==> config.mk <==
export PLATFORM = sky130hd
export DESIGN_NAME = cau_front
export DESIGN_NICKNAME = d
export VERILOG_FILES = /design/src/sv/cau_pkg.sv /design/src/sv/cau_front.sv
export SDC_FILE = /design/constraint.sdc
export NUM_CORES = 1
export LEC_CHECK = 0
export ABC_CLOCK_PERIOD_IN_PS = 4850
export BUFFER_PORTS_ARGS = -buffer_cell sky130_fd_sc_hd__buf_2
export CAP_MARGIN = 25
export CORE_ASPECT_RATIO = 1.5
export CORE_MARGIN = 2
export CORE_UTILIZATION = 51
export CTS_CLUSTER_DIAMETER = 80
export DETAILED_ROUTE_END_ITERATION = 8
export GPL_TIMING_DRIVEN = 0
export PLACE_DENSITY = 0.75
export REMOVE_ABC_BUFFERS = 1
export SETUP_SLACK_MARGIN = 0.05
export SYNTH_ARGS = -nofsm -noshare
export SYNTH_HDL_FRONTEND = slang
export SYNTH_SLANG_ARGS = --single-unit
export TNS_END_PERCENT = 20
==> constraint.sdc <==
create_clock -name clk -period 4.85 [get_ports clk]
set_input_delay 0.485 -clock clk [delete_from_list [all_inputs] [get_ports clk]]
set_output_delay 0.485 -clock clk [all_outputs]
set_load 0.01 [all_outputs]
==> src/sv/cau_pkg.sv <==
// types, constants and helper functions of the complex arithmetic unit
`timescale 1ns / 1ps
package cau_pkg;
  localparam int DATA_W       = 32;
  localparam int FRAC_W       = 16;
  localparam int QUEUE_DEPTH  = 4;
  localparam int UNIT_LAT     = 34;
  localparam int CORDIC_STEPS = 17;

  localparam logic [2:0] CMD_ADD = 3'd0;
  localparam logic [2:0] CMD_SUB = 3'd1;
  localparam logic [2:0] CMD_MUL = 3'd2;
  localparam logic [2:0] CMD_DIV = 3'd3;
  localparam logic [2:0] CMD_CMP = 3'd4;
  localparam logic [2:0] CMD_MAG = 3'd5;
  localparam logic [2:0] CMD_ANG = 3'd6;

  localparam logic signed [31:0] DEG180 = 32'sd11796480;
  localparam logic signed [31:0] DEG90  = 32'sd5898240;
  localparam logic signed [31:0] MAX32  = 32'sh7FFF_FFFF;
  localparam logic signed [31:0] MIN32  = 32'sh8000_0000;

  typedef enum logic [2:0] {
    OP_ADD, OP_SUB, OP_MUL, OP_DIV, OP_CMP, OP_MAG, OP_ANG, OP_NONE
  } op_t;

  typedef struct packed {
    op_t                op;
    logic signed [31:0] a_re;
    logic signed [31:0] a_im;
    logic signed [31:0] b_re;
    logic signed [31:0] b_im;
  } item_t;

  typedef struct packed {
    logic signed [31:0] re;
    logic signed [31:0] im;
    logic               eq;
    logic               dz;
    logic               ovf;
  } res_t;

  typedef struct packed {
    logic               ovf;
    logic signed [31:0] val;
  } sat_t;

  function automatic sat_t sat32(input logic signed [65:0] v);
    sat_t r;
    if (v > 66'(MAX32)) begin
      r.ovf = 1'b1;
      r.val = MAX32;
    end else if (v < 66'(MIN32)) begin
      r.ovf = 1'b1;
      r.val = MIN32;
    end else begin
      r.ovf = 1'b0;
      r.val = v[31:0];
    end
    return r;
  endfunction

  // arctangent of 2^-i in Q16.16 degrees
  function automatic logic signed [31:0] atan_deg(input int unsigned idx);
    logic signed [31:0] r;
    unique case (idx)
      0:       r = 32'sd2949120;
      1:       r = 32'sd1740967;
      2:       r = 32'sd919879;
      3:       r = 32'sd466945;
      4:       r = 32'sd234379;
      5:       r = 32'sd117304;
      6:       r = 32'sd58666;
      7:       r = 32'sd29335;
      8:       r = 32'sd14668;
      9:       r = 32'sd7334;
      10:      r = 32'sd3667;
      11:      r = 32'sd1833;
      12:      r = 32'sd917;
      13:      r = 32'sd458;
      14:      r = 32'sd229;
      15:      r = 32'sd115;
      16:      r = 32'sd57;
      default: r = '0;
    endcase
    return r;
  endfunction
endpackage

==> src/sv/cau_front.sv <==
// front end: classifies commands and queues beats for the back end
`timescale 1ns / 1ps
module cau_front import cau_pkg::*; (
  input  logic               clk,
  input  logic               rst,
  input  logic               in_valid,
  output logic               in_ready,
  input  logic [2:0]         cmd,
  input  logic signed [31:0] a_re,
  input  logic signed [31:0] a_im,
  input  logic signed [31:0] b_re,
  input  logic signed [31:0] b_im,
  output logic               head_valid,
  input  logic               head_pop,
  output item_t              head
);
  localparam int AW = $clog2(QUEUE_DEPTH);
  localparam logic [AW:0] FULL = (AW+1)'(QUEUE_DEPTH);

  item_t          entries [QUEUE_DEPTH];
  logic [AW-1:0]  wr_ptr, rd_ptr;
  logic [AW:0]    count;
  op_t            op_in;
  item_t          item_in;
  logic           push, pop;

  always_comb begin
    unique case (cmd)
      CMD_ADD: op_in = OP_ADD;
      CMD_SUB: op_in = OP_SUB;
      CMD_MUL: op_in = OP_MUL;
      CMD_DIV: op_in = OP_DIV;
      CMD_CMP: op_in = OP_CMP;
      CMD_MAG: op_in = OP_MAG;
      CMD_ANG: op_in = OP_ANG;
      default: op_in = OP_NONE;
    endcase
    item_in.op   = op_in;
    item_in.a_re = a_re;
    item_in.a_im = a_im;
    item_in.b_re = b_re;
    item_in.b_im = b_im;
  end

  // no beat is taken while rst is high
  assign in_ready   = !rst && (count != FULL);
  assign head_valid = count != '0;
  assign head       = entries[rd_ptr];
  assign push       = in_valid && in_ready;
  assign pop        = head_pop && head_valid;

  always_ff @(posedge clk) begin
    if (push) begin
      entries[wr_ptr] <= item_in;
    end
  end

  always_ff @(posedge clk) begin
    if (rst) begin
      wr_ptr <= '0;
      rd_ptr <= '0;
      count  <= '0;
    end else begin
      if (push) begin
        wr_ptr <= wr_ptr + AW'(1);
      end
      if (pop) begin
        rd_ptr <= rd_ptr + AW'(1);
      end
      count <= count + (AW+1)'(push) - (AW+1)'(pop);
    end
  end
endmodule

# ---- Word level (Yosys, flattened, before mapping)
# Memories as Yosys holds them, arrays and structs flattened. A register that Yosys moved wholly into a read port is not among the register bits.
# Cells that the tools add are included.
dict set report op_classes {
  n_eq_ne 7
  addsub 4
  n_reduce_logical 6
  muxes 5
}
# op n
set ops {}
lappend ops {{$pmux 3 s7} 1}
lappend ops {{$eq 3x3->1 const B} 3}
lappend ops {{$eq 3x2->1 const B} 2}
lappend ops {{$add 2x1->2 const B} 2}
lappend ops {{$mux 2} 2}
lappend ops {{$add 3x1->3} 1}
lappend ops {{$eq 3x1->1 const B} 1}
lappend ops {{$logic_and 1x1->1} 3}
lappend ops {{$logic_not 3->1} 1}
lappend ops {{$ne 3x3->1 const B} 1}
lappend ops {{$reduce_bool 3->1} 1}
lappend ops {{$sub 3x1->3} 1}
lappend ops {{$mux 1} 2}
lappend ops {{$logic_not 1->1} 1}
dict set report totals {
  elab_cells 26
  ramBits 524
  inputBits 135
  reg_bits 7
  n_memories 1
}
# name words word_bits read_ports rd_ports_with_merged_regs wr line
set mem_list {}
lappend mem_list {entries 4 131 1 1 1 cau_front.sv:20} ;# item_t entries [QUEUE_DEPTH];

# ---- Longest topological paths before layout
dict set report depth {
  word_depth 5
  ltp_mapped 10
  mapped_depth_nobuf 10
}

# ---- Least setup slack after synthesis
# No wires, ideal clock.
dict set report synth_path {
  path_type {input to register}
  from {input rst}
  to {memory entries[1][0] in the netlist's numbering, enable pin}
  path_stages 3
  arrival_ps 4092
  path_slack_ps 253
  setup_time_ps 506
  required_ps 4344
  path_cell_list {clkbuf_1 > nor3b_2 > and2_1}
}
dict set report synth_via {
  elab_chain_len 5
}
# item line
set synth_lines {}
lappend synth_lines {{start: declaration} cau_front.sv:5} ;# input logic rst,
lappend synth_lines {{$logic_not 1->1} cau_front.sv:46} ;# assign in_ready = !rst && (count != FULL);
lappend synth_lines {{$logic_and 1x1->1} cau_front.sv:46}
lappend synth_lines {{$logic_and 1x1->1} cau_front.sv:49} ;# assign push = in_valid && in_ready;
lappend synth_lines {{$mux 1} cau_front.sv:53} ;# if (push) begin
lappend synth_lines {{$mux 1 (not written as such)} cau_front.sv:54} ;# entries[wr_ptr] <= item_in;
lappend synth_lines {{end: declaration} cau_front.sv:20}
# No other way between the ends.

==> flow_summary.toml <==
[run_status]
status = "finished, final reports clean"

[finish]
multi_input_area_sq_mm = 0.00322
fill_cells = 2586
syn_to_final_growth_pct = 18.8
drive_above_1_share_pct = 46.0
final_cells = 1562
ff_latch_area_sq_mm = 0.0159
fin_nets = 1176
post-route-util_pct = 61.3

[clock_tree]
clk_path_buf_depth = 3
numCtsBuffers = 47
cts_sinks = 533
cts_root_buf = "clkbuf_16"
clkTransAtPathRegs_ns = 0.07
clk_latency_ns = 0.55
h-tree-depth = 2
hold_buffers = 0
cts_resized = 0
cts_tree = "built"
post-cts-setup-buffer-count = 0

[pwr]
p_clk_share_pct = 31.6
total_power_mw = 11.5
power.density_mw_per_mm2 = 498
power_switching_share_pct = 24.9
ir_drop_mv = 0.367
combPwrFrac_pct = 20.0
p_int_mw = 8.62
power_leakage_nw = 7.61
pwr-share-seq_pct = 48.4
switchingPower_mw = 2.85

[place]
portBuffers = 267
placed_cells = 1474
gp_congestion = 0.698
hpwl_mm = 22.2

[sta]
final.setup.tns_ns = 0
fmax_mhz = 298
whs_ns = 0.140
post-route-period-util_pct = 69.3
period_needed_ns = 3.36
drv_slew = 0
finalSetupViolCount = 0
rsz0062_at_grt = "no"
slew_headroom_pct = 42.2
worst_slew_pin_slew_ns = 0.868
fin_skew_ns = 0.0221
hold_viol_final = 0

[floorplan]
rows = 87
core_area_sq_mm = 0.0376
die_w_microns = 163
start_util_pct = 51.6
die_h_microns = 243
die-area_sq_mm = 0.0396
io_pins = 268

[synthesis]
syn_inst = 735
ys_ff_latch = 533
netlist_top_cells_count = "edfxtp_1 (524), mux4_2 (131), buf_2 (14)"
ys_seq_area_share_pct = 82.1
ys.warnings.count = 0
synth.distinct_cells = 24
synth_ff_type = "edfxtp_1"
synth-edff-count = 524
syn_area_per_cell_sq_um = 26.4
yosysMostFrequentCell = "edfxtp_1"
synth_area_sq_mm = 0.0194
synth_top_area_share_pct = 81.2
async_flop_share_pct = 0
yosys.area.top_type = "edfxtp_1"
synth_area_leaders = "edfxtp_1 (81%), mux4_2 (15%), dfxtp_1 (0.93%)"

[drt]
wire_per_inst_microns = 22.6
vias = 8562
wl_mm = 35.2
routed_via_density = 5.48
drt_pass1_iterations = 6
drcViolationCount = 0
drt.antenna.violating_nets = 0
drt-initial-drc-count = 550

[min_path]
hp-class = "primary input to register"
min_to = "entries[0][93]$_DFFE_PP_"
holdPathStages = 1
worstHoldStart = "a_im[29]"

[setup_path]
start_kind = "register"
crit_path_max_incr_delay_ns = 0.70
reg2regPathDepth = 5
crit_top_cell = "buf_12"
critPathArrivalTime_ns = 2.88
r2r-end = "entries[0][15]$_DFFE_PP_"
r2r_start = "count[1]$_SDFF_PP0_"
crit_type = "register to output port"
cpMaxStageDelayCell = "dfxtp_4"
path_cells = "buf_12 -> buf_16 -> buf_12 -> mux4_2 -> buf_2"
rrSetupSlack_ns = 2.09
cp.buffers_inverters = 4
crit_required_ns = 4.37
path_max_fanout = 37
critPathCaptureType = "output port"
crit_family = "buffers and inverters"

[grt]
grt_pass1_wl_mm = 53.8
grt_max_degree = 54
grt_overflow = 0
grt_usage_pct = 18.1
grt_pass1_vias = 9338
antenna_found_initial = 7

[job]
cap_violations = 0
==> area by class of cell <==
cell class / count / area share [%]
sequential: 533 / 69.1
multi-input combinational: 162 / 14.0
timing repair buffer: 284 / 7.57
antenna: 3 / 0.0326
inverter: 6 / 0.0978
tap: 489 / 2.66
clock buffer: 56 / 5.44
clock inverter: 29 / 1.10
==> per-layer routing <==
metal / vias up / share of wire [%] / global-route usage (%)
met1: 4485 / 36 / 21.1
met5: - / 0.15 / 0
met3: 61 / 5.6 / 4.15
met2: 223 / 55 / 32.7
li1: 3785 / - / -
met4: 8 / 2.6 / 6.32
==> worst max path at each step <==
| stage | end | slack, ns | from | cells after the start |
|---|---|---|---|---|
| after floorplan | head[0] | -1.74 | register | 1 |
| after global placement | head[101] | -4.56 | register | 2 |
| after detailed placement | entries[0][42]$_DFFE_PP_ | 1.86 | rst | 5 |
| after CTS | head[53] | 1.33 | register | 5 |
| after global routing | head[53] | 1.22 | register | 5 |
| final | head[53] | 1.49 | register | 5 |
==> power by group through the flow <==
| stage | logic, mW | clock network (mW) | registers [mW] |
|---|---|---|---|
| 2_1_floorplan | 1.39 | 0 | 5.83 |
| 5_1_grt | 2.48 | 3.87 | 5.59 |
| 4_1_cts | 2.37 | 3.71 | 5.56 |
| 3_3_place_gp | 2.09 | 0 | 5.95 |
| 3_5_place_dp | 2.36 | 0 | 5.66 |
| 6_report | 2.29 | 3.63 | 5.55 |
==> logic make-up after synthesis <==
family / after synthesis / share of synthesized area, %
AOI/OAI and AO/OA: 2 / 0.0904
muxes: 133 / 15.3
and+or+nand+nor: 16 / 0.478
buffers and inverters: 40 / 1.33
DFF: 533 / 82.1
adders and majority gates: 7 / 0.491
xor gates and xnor gates: 4 / 0.181
==> stage by stage <==
step | setup slack [ns] | instance area (sq um)
after CTS | 1.33 | 23000
after global routing | 1.22 | 23000
final | 1.49 | 23000
after global placement | -4.56 | 21100
after detailed placement | 1.86 | 21500
after floorplan | -1.74 | 19100
==> flip-flops by register name (all words and copies together) (netlist names), named ones only <==
signal	count
wr_ptr	2
count	3
rd_ptr	2
entries	524
==> layout by cell type, fill, tap and decap left out, types with 2 or more instances in the layout <==
| cell | n |
|---|---|
| ha_1 | 6 |
| nor2b_1 | 2 |
| clkinv_2 | 10 |
| nor2_1 | 6 |
| diode_2 | 3 |
| mux4_2 | 131 |
| clkbuf_16 | 49 |
| clkinv_1 | 9 |
| buf_2 | 267 |
| dfxtp_4 | 2 |
| dfxtp_1 | 7 |
| clkbuf_1 | 7 |
| clkinvlp_4 | 4 |
| buf_16 | 9 |
| buf_12 | 8 |
| inv_1 | 6 |
| and2_4 | 4 |
| bufinv_16 | 4 |
| xnor2_1 | 3 |
| edfxtp_1 | 524 |
(Power assumes the default switching activity.)
